==> config.mk <==
export PLATFORM = sky130hd
export DESIGN_NAME = direct_form_fir_iir_filter
export DESIGN_NICKNAME = d
export VERILOG_FILES = /design/src/rtl/dffir_pkg.sv /design/src/rtl/direct_form_fir_iir_filter.sv /design/src/rtl/dffir_hist.sv /design/src/rtl/dffir_mac.sv /design/src/rtl/dffir_ctrl.sv
export SDC_FILE = /design/constraint.sdc
export NUM_CORES = 2
export LEC_CHECK = 0
export ABC_AREA = 0
export ABC_CLOCK_PERIOD_IN_PS = 9050
export BUFFER_PORTS_ARGS = -buffer_cell sky130_fd_sc_hd__buf_2
export CORE_MARGIN = 5
export CORE_UTILIZATION = 64
export DETAILED_ROUTE_END_ITERATION = 8
export GPL_TIMING_DRIVEN = 0
export PLACE_DENSITY = 0.86
export SLEW_MARGIN = 5
export SYNTH_ARGS = -nofsm -noshare
export SYNTH_HDL_FRONTEND = slang
export SYNTH_HIERARCHICAL = 1
export SYNTH_SLANG_ARGS = --single-unit
==> constraint.sdc <==
create_clock -name i_clk -period 9.05 [get_ports i_clk]
set_input_delay 0 -clock i_clk [delete_from_list [all_inputs] [get_ports i_clk]]
set_output_delay 0 -clock i_clk [all_outputs]
set_load 0.01 [all_outputs]
==> src/rtl/dffir_pkg.sv <==
`timescale 1ns / 1ps
`default_nettype none

package dffir_pkg;

    localparam int MAX_TAPS       = 8;
    localparam int SAMPLE_BITS    = 10;
    localparam int COEF_FRAC_BITS = 14;

    localparam int COEF_W     = 16;
    localparam int ORDER_W    = 4;
    localparam int CFG_IDX_W  = 3;
    localparam int CFG_DATA_W = 64;
    localparam int OUT_W      = 32;
    localparam int COEF_SET_W = 2 * CFG_DATA_W;

    localparam int POS_W     = (MAX_TAPS > 1) ? $clog2(MAX_TAPS) : 1;
    localparam int OPND_W    = OUT_W + 1;
    localparam int PROD_W    = OPND_W + COEF_W;
    localparam int ACC_W     = PROD_W + POS_W + 2;
    localparam int S_TDATA_W = ((SAMPLE_BITS + 7) / 8) * 8;
    localparam int M_TDATA_W = ((OUT_W + 7) / 8) * 8;

    localparam logic [CFG_IDX_W-1:0] CFG_ORDER   = CFG_IDX_W'(0);
    localparam logic [CFG_IDX_W-1:0] CFG_MODE    = CFG_IDX_W'(1);
    localparam logic [CFG_IDX_W-1:0] CFG_FEED_LO = CFG_IDX_W'(2);
    localparam logic [CFG_IDX_W-1:0] CFG_FEED_HI = CFG_IDX_W'(3);
    localparam logic [CFG_IDX_W-1:0] CFG_BACK_LO = CFG_IDX_W'(4);
    localparam logic [CFG_IDX_W-1:0] CFG_BACK_HI = CFG_IDX_W'(5);

    typedef struct packed {
        logic             rd_en;
        logic [POS_W-1:0] rd_addr;
        logic             smp_we;
        logic             out_we;
        logic [POS_W-1:0] wr_addr;
    } t_mem_req;

    typedef struct packed {
        logic             clear;
        logic             vld;
        logic             fb;
        logic [POS_W-1:0] tap;
    } t_mac_cmd;

    function automatic logic [POS_W:0] eff_order(input logic [ORDER_W-1:0] ord);
        logic [POS_W:0] k;
        if (ord == '0) begin
            k = (POS_W+1)'(1);
        end else if (ord > ORDER_W'(MAX_TAPS)) begin
            k = (POS_W+1)'(MAX_TAPS);
        end else begin
            k = (POS_W+1)'(ord);
        end
        return k;
    endfunction

endpackage

`default_nettype wire

==> src/rtl/direct_form_fir_iir_filter.sv <==
// an accepted sample gives its result on o_m_axis_tvalid once all k taps are
// done, k being the order in use (1 to 8); one shared multiplier takes a
// feedforward and a feedback product per tap, one read of the history per tap
// a new sample is taken only after the last result is loaded into the output
// register, later while a finished result waits on a full output register
// reset: synchronous, active low; histories read as zero, order 1, fir mode,
// all coefficients zero, write position zero
`timescale 1ns / 1ps
`default_nettype none

module direct_form_fir_iir_filter (
    input  wire logic                                i_clk,
    input  wire logic                                i_rst_n,
    input  wire logic                                i_s_axis_tvalid,
    output logic                                     o_s_axis_tready,
    // [9:0] sample, rest zero
    input  wire logic [dffir_pkg::S_TDATA_W-1:0]     i_s_axis_tdata,
    output logic                                     o_m_axis_tvalid,
    input  wire logic                                i_m_axis_tready,
    // [31:0] filtered
    output logic      [dffir_pkg::M_TDATA_W-1:0]     o_m_axis_tdata,
    input  wire logic                                i_cfg_valid,
    output logic                                     o_cfg_ready,
    input  wire logic [dffir_pkg::CFG_IDX_W-1:0]     i_cfg_index,
    input  wire logic [dffir_pkg::CFG_DATA_W-1:0]    i_cfg_data
);
    import dffir_pkg::*;

    logic [ORDER_W-1:0]    r_order;
    logic                  r_mode;
    logic [CFG_DATA_W-1:0] r_feed_lo;
    logic [CFG_DATA_W-1:0] r_feed_hi;
    logic [CFG_DATA_W-1:0] r_back_lo;
    logic [CFG_DATA_W-1:0] r_back_hi;
    logic                  r_out_vld;
    logic [OUT_W-1:0]      r_out_data;

    t_mem_req               w_mem;
    t_mac_cmd               w_mac;
    logic                   w_fin;
    logic                   w_mac_busy;
    logic                   w_out_free;
    logic                   w_in_acc;
    logic [SAMPLE_BITS-1:0] w_smp_q;
    logic [OUT_W-1:0]       w_out_q;
    logic [OUT_W-1:0]       w_result;

    assign o_cfg_ready = 1'b1;

    always_ff @(posedge i_clk) begin
        if (!i_rst_n) begin
            r_order   <= ORDER_W'(1);
            r_mode    <= 1'b0;
            r_feed_lo <= '0;
            r_feed_hi <= '0;
            r_back_lo <= '0;
            r_back_hi <= '0;
        end else if (i_cfg_valid) begin
            case (i_cfg_index)
                CFG_ORDER:   r_order   <= i_cfg_data[ORDER_W-1:0];
                CFG_MODE:    r_mode    <= i_cfg_data[0];
                CFG_FEED_LO: r_feed_lo <= i_cfg_data;
                CFG_FEED_HI: r_feed_hi <= i_cfg_data;
                CFG_BACK_LO: r_back_lo <= i_cfg_data;
                CFG_BACK_HI: r_back_hi <= i_cfg_data;
                default: begin
                end
            endcase
        end
    end

    assign w_in_acc   = i_s_axis_tvalid & o_s_axis_tready;
    assign w_out_free = !r_out_vld || i_m_axis_tready;

    dffir_ctrl u_ctrl (
        .i_clk      (i_clk),
        .i_rst_n    (i_rst_n),
        .i_in_valid (i_s_axis_tvalid),
        .i_order    (r_order),
        .i_mac_busy (w_mac_busy),
        .i_out_free (w_out_free),
        .o_ready    (o_s_axis_tready),
        .o_mem      (w_mem),
        .o_mac      (w_mac),
        .o_fin      (w_fin)
    );

    dffir_hist u_hist (
        .i_clk       (i_clk),
        .i_rst_n     (i_rst_n),
        .i_req       (w_mem),
        .i_smp_wdata (i_s_axis_tdata[SAMPLE_BITS-1:0]),
        .i_out_wdata (w_result),
        .o_smp_q     (w_smp_q),
        .o_out_q     (w_out_q)
    );

    dffir_mac u_mac (
        .i_clk       (i_clk),
        .i_rst_n     (i_rst_n),
        .i_cmd       (w_mac),
        .i_smp_q     (w_smp_q),
        .i_out_q     (w_out_q),
        .i_feed      ({r_feed_hi, r_feed_lo}),
        .i_back      ({r_back_hi, r_back_lo}),
        .i_recursive (r_mode),
        .o_busy      (w_mac_busy),
        .o_result    (w_result)
    );

    // output register lets the next transaction in while a result waits
    always_ff @(posedge i_clk) begin
        if (!i_rst_n) begin
            r_out_vld <= 1'b0;
        end else if (w_fin) begin
            r_out_vld <= 1'b1;
        end else if (i_m_axis_tready) begin
            r_out_vld <= 1'b0;
        end
    end

    always_ff @(posedge i_clk) begin
        if (w_fin) begin
            r_out_data <= w_result;
        end
    end

    assign o_m_axis_tvalid = r_out_vld;
    assign o_m_axis_tdata  = M_TDATA_W'(r_out_data);

    a_busy_after_accept: assert property (@(posedge i_clk) disable iff (!i_rst_n)
        w_in_acc |=> !o_s_axis_tready)
        else $error("input taken again right after a transaction");

    a_fin_after_drain: assert property (@(posedge i_clk) disable iff (!i_rst_n)
        w_fin |-> !w_mac_busy && w_out_free)
        else $error("result loaded while the mac pipeline is busy or output full");

    a_idle_mac_quiet: assert property (@(posedge i_clk) disable iff (!i_rst_n)
        o_s_axis_tready |-> !w_mac_busy && !w_mac.vld)
        else $error("mac active while waiting for input");

    a_no_overlap_rw: assert property (@(posedge i_clk) disable iff (!i_rst_n)
        w_mem.rd_en |-> !w_mem.smp_we && !w_mem.out_we)
        else $error("history read and write in the same cycle");

endmodule

`default_nettype wire

==> src/rtl/dffir_hist.sv <==
`timescale 1ns / 1ps
`default_nettype none

module dffir_hist (
    input  wire logic                             i_clk,
    input  wire logic                             i_rst_n,
    input  wire dffir_pkg::t_mem_req              i_req,
    input  wire logic [dffir_pkg::SAMPLE_BITS-1:0] i_smp_wdata,
    input  wire logic [dffir_pkg::OUT_W-1:0]      i_out_wdata,
    output logic      [dffir_pkg::SAMPLE_BITS-1:0] o_smp_q,
    output logic      [dffir_pkg::OUT_W-1:0]      o_out_q
);
    import dffir_pkg::*;

    logic [SAMPLE_BITS-1:0] r_smp_mem [MAX_TAPS];
    logic [OUT_W-1:0]       r_out_mem [MAX_TAPS];
    logic [MAX_TAPS-1:0]    r_vld;
    logic [SAMPLE_BITS-1:0] r_smp_rd;
    logic [OUT_W-1:0]       r_out_rd;
    logic                   r_rd_vld;

    always_ff @(posedge i_clk) begin
        if (i_req.smp_we) begin
            r_smp_mem[i_req.wr_addr] <= i_smp_wdata;
        end
        if (i_req.out_we) begin
            r_out_mem[i_req.wr_addr] <= i_out_wdata;
        end
        if (i_req.rd_en) begin
            r_smp_rd <= r_smp_mem[i_req.rd_addr];
            r_out_rd <= r_out_mem[i_req.rd_addr];
        end
    end

    // both stores share a valid bit: an entry becomes valid with its sample,
    // and its output slot is written only once the item has finished
    always_ff @(posedge i_clk) begin
        if (!i_rst_n) begin
            r_vld    <= '0;
            r_rd_vld <= 1'b0;
        end else begin
            if (i_req.smp_we) begin
                r_vld[i_req.wr_addr] <= 1'b1;
            end
            if (i_req.rd_en) begin
                r_rd_vld <= r_vld[i_req.rd_addr];
            end
        end
    end

    assign o_smp_q = r_rd_vld ? r_smp_rd : '0;
    assign o_out_q = r_rd_vld ? r_out_rd : '0;

endmodule

`default_nettype wire

==> src/rtl/dffir_mac.sv <==
`timescale 1ns / 1ps
`default_nettype none

module dffir_mac (
    input  wire logic                              i_clk,
    input  wire logic                              i_rst_n,
    input  wire dffir_pkg::t_mac_cmd               i_cmd,
    input  wire logic [dffir_pkg::SAMPLE_BITS-1:0] i_smp_q,
    input  wire logic [dffir_pkg::OUT_W-1:0]       i_out_q,
    input  wire logic [dffir_pkg::COEF_SET_W-1:0]  i_feed,
    input  wire logic [dffir_pkg::COEF_SET_W-1:0]  i_back,
    input  wire logic                              i_recursive,
    output logic                                   o_busy,
    output logic      [dffir_pkg::OUT_W-1:0]       o_result
);
    import dffir_pkg::*;

    t_mac_cmd                  r_m;
    logic [OUT_W-1:0]          r_y_hold;
    logic                      r_p_vld;
    logic                      r_p_fb;
    logic signed [PROD_W-1:0]  r_prod;
    logic signed [ACC_W-1:0]   r_acc;

    logic signed [OPND_W-1:0]  w_opnd;
    logic signed [COEF_W-1:0]  w_coef;
    logic signed [PROD_W-1:0]  w_prod;
    logic signed [ACC_W-1:0]   w_term;
    logic [ACC_W-OUT_W:0]      w_top;

    // the sample and the past output of one tap come from one read; the
    // output is held for the feedback product in the following cycle
    always_comb begin
        if (r_m.fb) begin
            w_opnd = $signed({r_y_hold[OUT_W-1], r_y_hold});
            if (i_recursive && (r_m.tap != '0)) begin
                w_coef = $signed(i_back[r_m.tap*COEF_W +: COEF_W]);
            end else begin
                w_coef = '0;
            end
        end else begin
            w_opnd = $signed({{(OPND_W-SAMPLE_BITS){1'b0}}, i_smp_q});
            w_coef = $signed(i_feed[r_m.tap*COEF_W +: COEF_W]);
        end
    end

    assign w_prod = w_opnd * w_coef;

    // feedback products drop the fraction with floor
    assign w_term = r_p_fb ? -(ACC_W'(r_prod >>> COEF_FRAC_BITS)) : ACC_W'(r_prod);

    always_ff @(posedge i_clk) begin
        if (r_m.vld && !r_m.fb) begin
            r_y_hold <= i_out_q;
        end
        r_prod <= w_prod;
        r_p_fb <= r_m.fb;
    end

    always_ff @(posedge i_clk) begin
        if (!i_rst_n) begin
            r_m     <= '0;
            r_p_vld <= 1'b0;
            r_acc   <= '0;
        end else begin
            r_m     <= i_cmd;
            r_p_vld <= r_m.vld;
            if (i_cmd.clear) begin
                r_acc <= '0;
            end else if (r_p_vld) begin
                r_acc <= r_acc + w_term;
            end
        end
    end

    assign o_busy = r_m.vld | r_p_vld;

    assign w_top = r_acc[ACC_W-1:OUT_W-1];

    always_comb begin
        if ((&w_top) || !(|w_top)) begin
            o_result = r_acc[OUT_W-1:0];
        end else if (r_acc[ACC_W-1]) begin
            o_result = {1'b1, {(OUT_W-1){1'b0}}};
        end else begin
            o_result = {1'b0, {(OUT_W-1){1'b1}}};
        end
    end

endmodule

`default_nettype wire

==> src/rtl/dffir_ctrl.sv <==
`timescale 1ns / 1ps
`default_nettype none

module dffir_ctrl (
    input  wire logic                          i_clk,
    input  wire logic                          i_rst_n,
    input  wire logic                          i_in_valid,
    input  wire logic [dffir_pkg::ORDER_W-1:0] i_order,
    input  wire logic                          i_mac_busy,
    input  wire logic                          i_out_free,
    output logic                               o_ready,
    output dffir_pkg::t_mem_req                o_mem,
    output dffir_pkg::t_mac_cmd                o_mac,
    output logic                               o_fin
);
    import dffir_pkg::*;

    localparam logic [1:0] ST_IDLE  = 2'd0;
    localparam logic [1:0] ST_RUN   = 2'd1;
    localparam logic [1:0] ST_DRAIN = 2'd2;
    localparam logic [1:0] ST_FIN   = 2'd3;

    logic [1:0]       r_state, n_state;
    logic [POS_W-1:0] r_pos, n_pos;
    logic [POS_W:0]   r_step, n_step;
    logic [POS_W:0]   r_k, n_k;

    logic [POS_W:0]   w_k_new;
    logic [POS_W:0]   w_pos_inc;
    logic [POS_W-1:0] w_pos_new;
    logic [POS_W-1:0] w_tap;
    logic [POS_W:0]   w_wrap;
    logic [POS_W-1:0] w_j;
    logic [POS_W:0]   w_last_step;

    assign w_k_new   = eff_order(i_order);
    assign w_pos_inc = {1'b0, r_pos} + (POS_W+1)'(1);
    assign w_pos_new = (w_pos_inc >= w_k_new) ? '0 : w_pos_inc[POS_W-1:0];

    // tap i reads history entry (pos - i) mod k
    assign w_tap       = r_step[POS_W:1];
    assign w_wrap      = {1'b0, r_pos} + r_k - {1'b0, w_tap};
    assign w_j         = (r_pos >= w_tap) ? (r_pos - w_tap) : w_wrap[POS_W-1:0];
    assign w_last_step = {r_k[POS_W-1:0], 1'b0} - (POS_W+1)'(1);

    assign o_ready = (r_state == ST_IDLE);

    always_comb begin
        n_state = r_state;
        n_pos   = r_pos;
        n_step  = r_step;
        n_k     = r_k;
        o_mem   = '0;
        o_mac   = '0;
        o_fin   = 1'b0;
        case (r_state)
            ST_IDLE: begin
                if (i_in_valid) begin
                    n_pos         = w_pos_new;
                    n_k           = w_k_new;
                    n_step        = '0;
                    o_mem.smp_we  = 1'b1;
                    o_mem.wr_addr = w_pos_new;
                    o_mac.clear   = 1'b1;
                    n_state       = ST_RUN;
                end
            end
            ST_RUN: begin
                // even steps read the tap entry and take the feedforward
                // product, odd steps take the feedback product
                o_mem.rd_en   = !r_step[0];
                o_mem.rd_addr = w_j;
                o_mac.vld     = 1'b1;
                o_mac.fb      = r_step[0];
                o_mac.tap     = w_tap;
                n_step        = r_step + (POS_W+1)'(1);
                if (r_step == w_last_step) begin
                    n_state = ST_DRAIN;
                end
            end
            ST_DRAIN: begin
                if (!i_mac_busy) begin
                    n_state = ST_FIN;
                end
            end
            ST_FIN: begin
                if (i_out_free) begin
                    o_mem.out_we  = 1'b1;
                    o_mem.wr_addr = r_pos;
                    o_fin         = 1'b1;
                    n_state       = ST_IDLE;
                end
            end
            default: begin
                n_state = ST_IDLE;
            end
        endcase
    end

    always_ff @(posedge i_clk) begin
        if (!i_rst_n) begin
            r_state <= ST_IDLE;
            r_pos   <= '0;
            r_step  <= '0;
            r_k     <= (POS_W+1)'(1);
        end else begin
            r_state <= n_state;
            r_pos   <= n_pos;
            r_step  <= n_step;
            r_k     <= n_k;
        end
    end

endmodule

`default_nettype wire

# After elaboration in Yosys (flattened, before gate mapping)
# Memories as Yosys holds them, arrays and structs flattened. A register that Yosys moved wholly into a read port is not among the register bits.
# Cells that the tools add are included.
[classes]
add_sub_neg = 8
multipliers = 1
n_div = 0
magnitude_cmp = 6
n_eq_ne = 13
n_shift = 2
muxes = 38
bitwise_logic = 3
n_reduce_logical = 28
[ops]
columns = ["op", "count"]
rows = [
  ["variable part select 128 x 8 -> 16 bit", 2],
  ["2-to-1 mux 32 bit", 2],
  ["adder 54 bit", 1],
  ["2-to-1 mux 54 bit", 1],
  ["negation 35 -> 54 bit", 1],
  ["multiplier 33 x 16 -> 49 bit", 1],
  ["2-to-1 mux 33 bit", 1],
  ["2-to-1 mux 16 bit", 2],
  ["AND reduction 23 bit", 1],
  ["OR reduction 23 bit", 1],
  ["2-to-1 mux 4 bit", 5],
  ["AND reduction 2 bit", 9],
  ["2-to-1 mux 1 bit", 13],
  ["2-to-1 mux 10 bit", 1],
  ["2-to-1 mux 3 bit", 3],
  ["less-than comparator 3 x 4 -> 1 bit (second input constant)", 2],
  ["2-to-1 mux 2 bit", 4],
  ["OR 8 bit", 1],
  ["case mux 2 bit (4 select lines)", 1],
  ["case mux 4 bit (2 select lines)", 1],
  ["equality test 3 x 2 -> 1 bit (second input constant)", 2],
  ["equality test 3 bit (second input constant)", 2],
  ["case mux 3 bit (2 select lines)", 1],
  ["subtractor 3 bit", 2],
  ["other kinds (29)", 39],
]
[totals]
reg_bits = 457
latchBits = 0
mem_bits_rw = 336
mem_bits_ro = 0
inputBits = 88
wordCells = 123
memories = 2
[memory_table]
columns = ["memory", "words", "word_bits", "read_ports", "rd_ports_with_merged_regs", "wr", "line", "source"]
rows = [
  ["u_hist.r_out_mem", 8, 32, 1, 1, 1, "dffir_hist.sv:16", "logic [OUT_W-1:0] r_out_mem [MAX_TAPS];"],
  ["u_hist.r_smp_mem", 8, 10, 1, 1, 1, "dffir_hist.sv:15", "logic [SAMPLE_BITS-1:0] r_smp_mem [MAX_TAPS];"],
]

# Logic depth before layout (Yosys ltp)
[logic_depth]
word_depth = 12
ltp_mapped = 35
depth_no_buf = 31

# Modules after synthesis
# Netlist, hierarchy kept.
[modules_own_cells]
columns = ["module", "n_inst", "cells_per_inst", "area_per_inst_um2", "seq_area_each_um2"]
rows = [
  ["dffir_mac", 1, 3295, 28511.1, 3163.0],
  ["dffir_hist", 1, 626, 14584.0, 11531.1],
  ["direct_form_fir_iir_filter", 1, 956, 10525.1, 6206.0],
  ["dffir_ctrl", 1, 143, 1149.9, 240.2],
]

# Worst setup path before layout
# Ideal clock, no wire load.
[synth_path]
kind = "register to register"
startpoint = "reg u_mac/r_m[0] (netlist bit)"
endpoint = "reg u_mac.r_prod[47]"
setup_time_ns = 0.072
t_arrival_ns = 7.671
required_ns = 8.978
setup_slack_ns = 1.308
stages_incl_launch_ff = 29
path_cell_list = "dfxtp_1 clkbuf_1 clkbuf_1 buf_2 mux4_2 mux2i_1 nor2_1 a21oi_1 nand2b_1 fa_1 fa_1 fa_1 fa_1 inv_1 fa_1 inv_1 fa_1 inv_1 ha_1 and3_1 and2_1 a31oi_1 o221a_2 a31o_2 a21oi_1 a21o_1 o221ai_1 o21ai_0 xor2_1"
[synth_between]
elab_chain_cells = 5
elab_cells_between_ends = 7
[synth_lines]
columns = ["element", "line", "source"]
rows = [
  ["start: declaration", "dffir_mac.sv:18", "t_mac_cmd r_m;"],
  ["start signal: assignment", "dffir_mac.sv:66", "r_m <= i_cmd;"],
  ["parallel branches: the longest is 3 deep, another holds variable part select 128 x 8 -> 16 bit", "n/a", ""],
  ["2-to-1 mux 16 bit (*)", "dffir_mac.sv:34", "if (r_m.fb) begin"],
  ["multiplier 33 x 16 -> 49 bit (*)", "dffir_mac.sv:47", "assign w_prod = w_opnd * w_coef;"],
  ["via u_mac.w_prod[47]", "dffir_mac.sv:27", "logic signed [PROD_W-1:0] w_prod;"],
  ["end signal: assignment", "dffir_mac.sv:56", "r_prod <= w_prod;"],
  ["end: declaration", "dffir_mac.sv:22", "logic signed [PROD_W-1:0] r_prod;"],
]
# Mark *: on every way through the listed nets, which the timed path passes.
# A chain may end at the register's enable or synchronous reset.

# Worst setup path after layout
[layout_path]
startpoint = "reg u_mac/r_m[1] (netlist bit)"
endpoint = "reg u_mac.r_prod[46]"
# The elaborated chain is that of the path after synthesis.

==> impl_results.html <==
<table>
<tr><th>Metric</th><th>Value</th></tr>
<tr><th colspan="2">Timing</th></tr>
<tr><td>Finish-stage setup viols</td><td>0</td></tr>
<tr><td>Actual slew at the worst max-slew pin</td><td>1400 ps</td></tr>
<tr><td>Final critical delay including setup and external delays</td><td>9000 ps</td></tr>
<tr><td>Tightest slew margin relative to the limit</td><td>5.82%</td></tr>
<tr><td>Final hold slack</td><td>114 ps</td></tr>
<tr><td>Final worst clock skew</td><td>88.2 ps</td></tr>
<tr><td>Post-route setup slack</td><td>51.9 ps</td></tr>
<tr><td>Number of max-slew violations in the final report</td><td>0</td></tr>
<tr><td>Maximum clock rate</td><td>0.111 GHz</td></tr>
<tr><td>Post-route clock period utilization</td><td>99.4%</td></tr>
<tr><td>Final Hold Violating Endpoints</td><td>0</td></tr>
<tr><th colspan="2">Route</th></tr>
<tr><td>Pre-antenna DRT Iters</td><td>9</td></tr>
<tr><td>DR DRC count</td><td>0</td></tr>
<tr><td>Via count normalized by instance count</td><td>6.54</td></tr>
<tr><td>Routed via count</td><td>42500</td></tr>
<tr><td>Final antenna-violating net count</td><td>0</td></tr>
<tr><td>Average wire length per cell after detail routing</td><td>27.7 um</td></tr>
<tr><td>Total wirelength of the detailed-routed design</td><td>180 mm</td></tr>
<tr><td>First-iteration detailed-routing DRC count</td><td>6522</td></tr>
<tr><th colspan="2">Floorplanning</th></tr>
<tr><td>Number of placement rows</td><td>106</td></tr>
<tr><td>Floorplan Core Area</td><td>0.0838 mm2</td></tr>
<tr><td>Starting utilization of the core area</td><td>64.7%</td></tr>
<tr><td>Die Span X</td><td>301 um</td></tr>
<tr><td>Number of top-level pins</td><td>123</td></tr>
<tr><td>Overall die area</td><td>0.0906 mm2</td></tr>
<tr><td>Die extent in y</td><td>301 um</td></tr>
<tr><th colspan="2">Yosys</th></tr>
<tr><td>Cells after synthesis</td><td>4970</td></tr>
<tr><td>Number of nets in the synthesized netlist</td><td>5738</td></tr>
<tr><td>Synthesized area divided by synthesized cell count</td><td>10.9 um2</td></tr>
<tr><td>Syn. warnings</td><td>6</td></tr>
<tr><td>Cell Area, Synth</td><td>0.0542 mm2</td></tr>
<tr><th colspan="2">Global routing</th></tr>
<tr><td>Wire length of the first global-routing pass</td><td>269 mm</td></tr>
<tr><td>Gr ovfl total</td><td>0</td></tr>
<tr><td>Antenna violations before repair</td><td>15</td></tr>
<tr><td>Largest net degree at the start of global routing</td><td>45</td></tr>
<tr><td>Via count of the first global-routing pass</td><td>43600</td></tr>
<tr><td>Total GRT Usage</td><td>39.9%</td></tr>
<tr><th colspan="2">Worst setup path</th></tr>
<tr><td>Arr. time, crit path</td><td>9560 ps</td></tr>
<tr><td>CP max-delay cell</td><td>sky130_fd_sc_hd__dfxtp_1</td></tr>
<tr><td>Worst Setup Path Type</td><td>reg -&gt; reg</td></tr>
<tr><td>Biggest fanout along the worst timing path</td><td>10</td></tr>
<tr><td>Slowest stage delay, CP</td><td>570 ps</td></tr>
<tr><td>CP dominant cell by count</td><td>sky130_fd_sc_hd__fa_1</td></tr>
<tr><td>Nature of the critical path endpoint</td><td>flip-flop</td></tr>
<tr><td>Worst setup endpoint</td><td>u_mac/r_prod[46]</td></tr>
<tr><td>Worst flop-to-flop path startpoint</td><td>u_mac/r_m[1]</td></tr>
<tr><td>Type of element launching the critical path</td><td>flip-flop</td></tr>
<tr><td>FF-to-FF setup slack</td><td>50 ps</td></tr>
<tr><td>Req. time, crit path</td><td>9610 ps</td></tr>
<tr><td>R2r endpoint</td><td>u_mac/r_prod[46]</td></tr>
<tr><td>Count of cells along the worst register-to-register path</td><td>29</td></tr>
<tr><td>Startpoint of the worst setup timing path</td><td>u_mac/r_m[1]</td></tr>
<tr><th colspan="2">Final layout</th></tr>
<tr><td>Count of non-filler cells in the finished layout</td><td>6504</td></tr>
<tr><td>Number of nets in the layout</td><td>6061</td></tr>
<tr><td>Area growth from synthesis to final layout</td><td>12.3%</td></tr>
<tr><td>Proportion of layout cells with a drive suffix above 1</td><td>13.0%</td></tr>
<tr><td>Final core utilization</td><td>72.6%</td></tr>
<tr><th colspan="2">Worst hold path</th></tr>
<tr><td>HP Class</td><td>in -&gt; reg</td></tr>
<tr><td>Hold depth</td><td>2</td></tr>
<tr><th colspan="2">Status</th></tr>
<tr><td>Run status</td><td>complete, no violations</td></tr>
<tr><th colspan="2">Power and ir drop</th></tr>
<tr><td>Pwr Density</td><td>157 mW/mm2</td></tr>
<tr><td>Leakage power total</td><td>25.9 nW</td></tr>
<tr><td>Worst voltage drop across the vdd grid</td><td>0.000245 V</td></tr>
<tr><th colspan="2">Place</th></tr>
<tr><td>Placed insts</td><td>6239</td></tr>
<tr><td>Setup Slack @ Placement</td><td>-1170 ps</td></tr>
<tr><td>DPL Wire Length</td><td>121 mm</td></tr>
<tr><td>Placer congestion estimate</td><td>1.01</td></tr>
<tr><td>Number of port buffers</td><td>115</td></tr>
<tr><th colspan="2">Run</th></tr>
<tr><td>Max Cap Viol</td><td>0</td></tr>
<tr><th colspan="2">Clock network</th></tr>
<tr><td>Clock tree from TritonCTS</td><td>done</td></tr>
<tr><td>Total CTS buffers</td><td>83</td></tr>
<tr><td>Worst-Skew Late Latency</td><td>700 ps</td></tr>
<tr><td>Clock transition at the registers of the reported paths</td><td>70 ps</td></tr>
<tr><td>Buffers from clock root to sink, at most</td><td>3</td></tr>
<tr><td>Number of H-tree levels</td><td>3</td></tr>
<tr><td>Clock root cell</td><td>sky130_fd_sc_hd__clkbuf_16</td></tr>
<tr><td>Clock sink count</td><td>819</td></tr>
</table>
==> cell type report <==
class	count	area, um2
Clock buffer	107	2250
Clock inverter	48	663
Fill cell	5258	22900
Multi-Input combinational cell	3267	30200
Antenna cell	7	17.5
Sequential cell	819	20800
Buffer	243	1240
Inverter	637	2390
Tap cell	1134	1420
Timing Repair Buffer	242	1920
==> cells in the final DEF (no fill, tap or decap), types with 135 or more instances in the layout <==
cell	n
sky130_fd_sc_hd__ha_1	185
sky130_fd_sc_hd__mux2i_1	320
sky130_fd_sc_hd__buf_2	144
sky130_fd_sc_hd__edfxtp_1	442
sky130_fd_sc_hd__dfxtp_1	377
sky130_fd_sc_hd__nand2_1	707
sky130_fd_sc_hd__nor2_1	335
sky130_fd_sc_hd__fa_1	495
sky130_fd_sc_hd__clkbuf_1	135
sky130_fd_sc_hd__inv_1	637
==> per-layer routing <==
| layer | routed length (um) | part of all wire (%) | vias up | track usage (%) |
|---|---|---|---|---|
| met2 | 78700 | 44 | 3800 | 61.0 |
| met1 | 58500 | 32 | 20400 | 47.6 |
| met3 | 25900 | 14 | 1182 | 13.9 |
| li1 | - | - | 17200 | - |
| met4 | 17300 | 9.6 | 12 | 27.7 |
| met5 | 86 | 0.048 | - | 0 |
==> sequential cells by signal, summed over array words and instances, names as in the netlist, 48 cells and up <==
signal / flops
r_back_hi: 64
u_hist/r_out_mem: 256
r_feed_lo: 64
u_hist/r_smp_mem: 80
r_back_lo: 48
u_mac/r_acc: 54
r_feed_hi: 64
u_mac/r_prod: 49
==> worst min path at each step <==
| stage | from | to | slack [ps] |
|---|---|---|---|
| floorplan | i_s_axis_tdata[0] | u_hist/r_smp_mem[0][0] | 100 |
| global placement | i_s_axis_tdata[8] | u_hist/r_smp_mem[2][8] | 270 |
| detailed placement | i_s_axis_tdata[6] | u_hist/r_smp_mem[2][6] | 270 |
| CTS | i_s_axis_tdata[4] | u_hist/r_smp_mem[6][4] | 110 |
| global route | i_s_axis_tdata[6] | u_hist/r_smp_mem[3][6] | 130 |
| finish | i_s_axis_tdata[6] | u_hist/r_smp_mem[1][6] | 110 |
==> report_power, final <==
part           internal, W  total, W  switching, W
Clock              0.00210   0.00376       0.00165
Combinational     0.000452   0.00147       0.00102
Sequential         0.00420   0.00431      0.000108
Total              0.00675   0.00953       0.00278
==> through the flow <==
stage,setup TNS [ps],power [W],cell area (um2)
2_1_floorplan,0,0.00512,54200
3_3_place_gp,-18200,0.00559,56200
3_5_place_dp,-14260,0.00566,56600
4_1_cts,0,0.00938,60600
5_1_grt,-86.7,0.00974,60900
6_report,0,0.00953,60900
==> timing repair <==
| item | in CTS | in global routing |
|---|---|---|
| resized for setup | 48 | 65 |
| setup buffers | 6 | 13 |
| endpoints found under the hold margin | 338 | 0 |
| hold buffers | 84 | 0 |
| pin swaps | 3 | 7 |
| setup endpoints to repair | 29 | 14 |
==> worst max-delay path: cells and delay by family, from the launching register on <==
family,cells,cell delay (ps)
fa+ha+maj,7,3250
simple gates,6,1500
flops,1,570
buf+inv,7,1460
xor+xnor,1,220
compound gates,8,1890
Power figures use the tool's default switching activity.
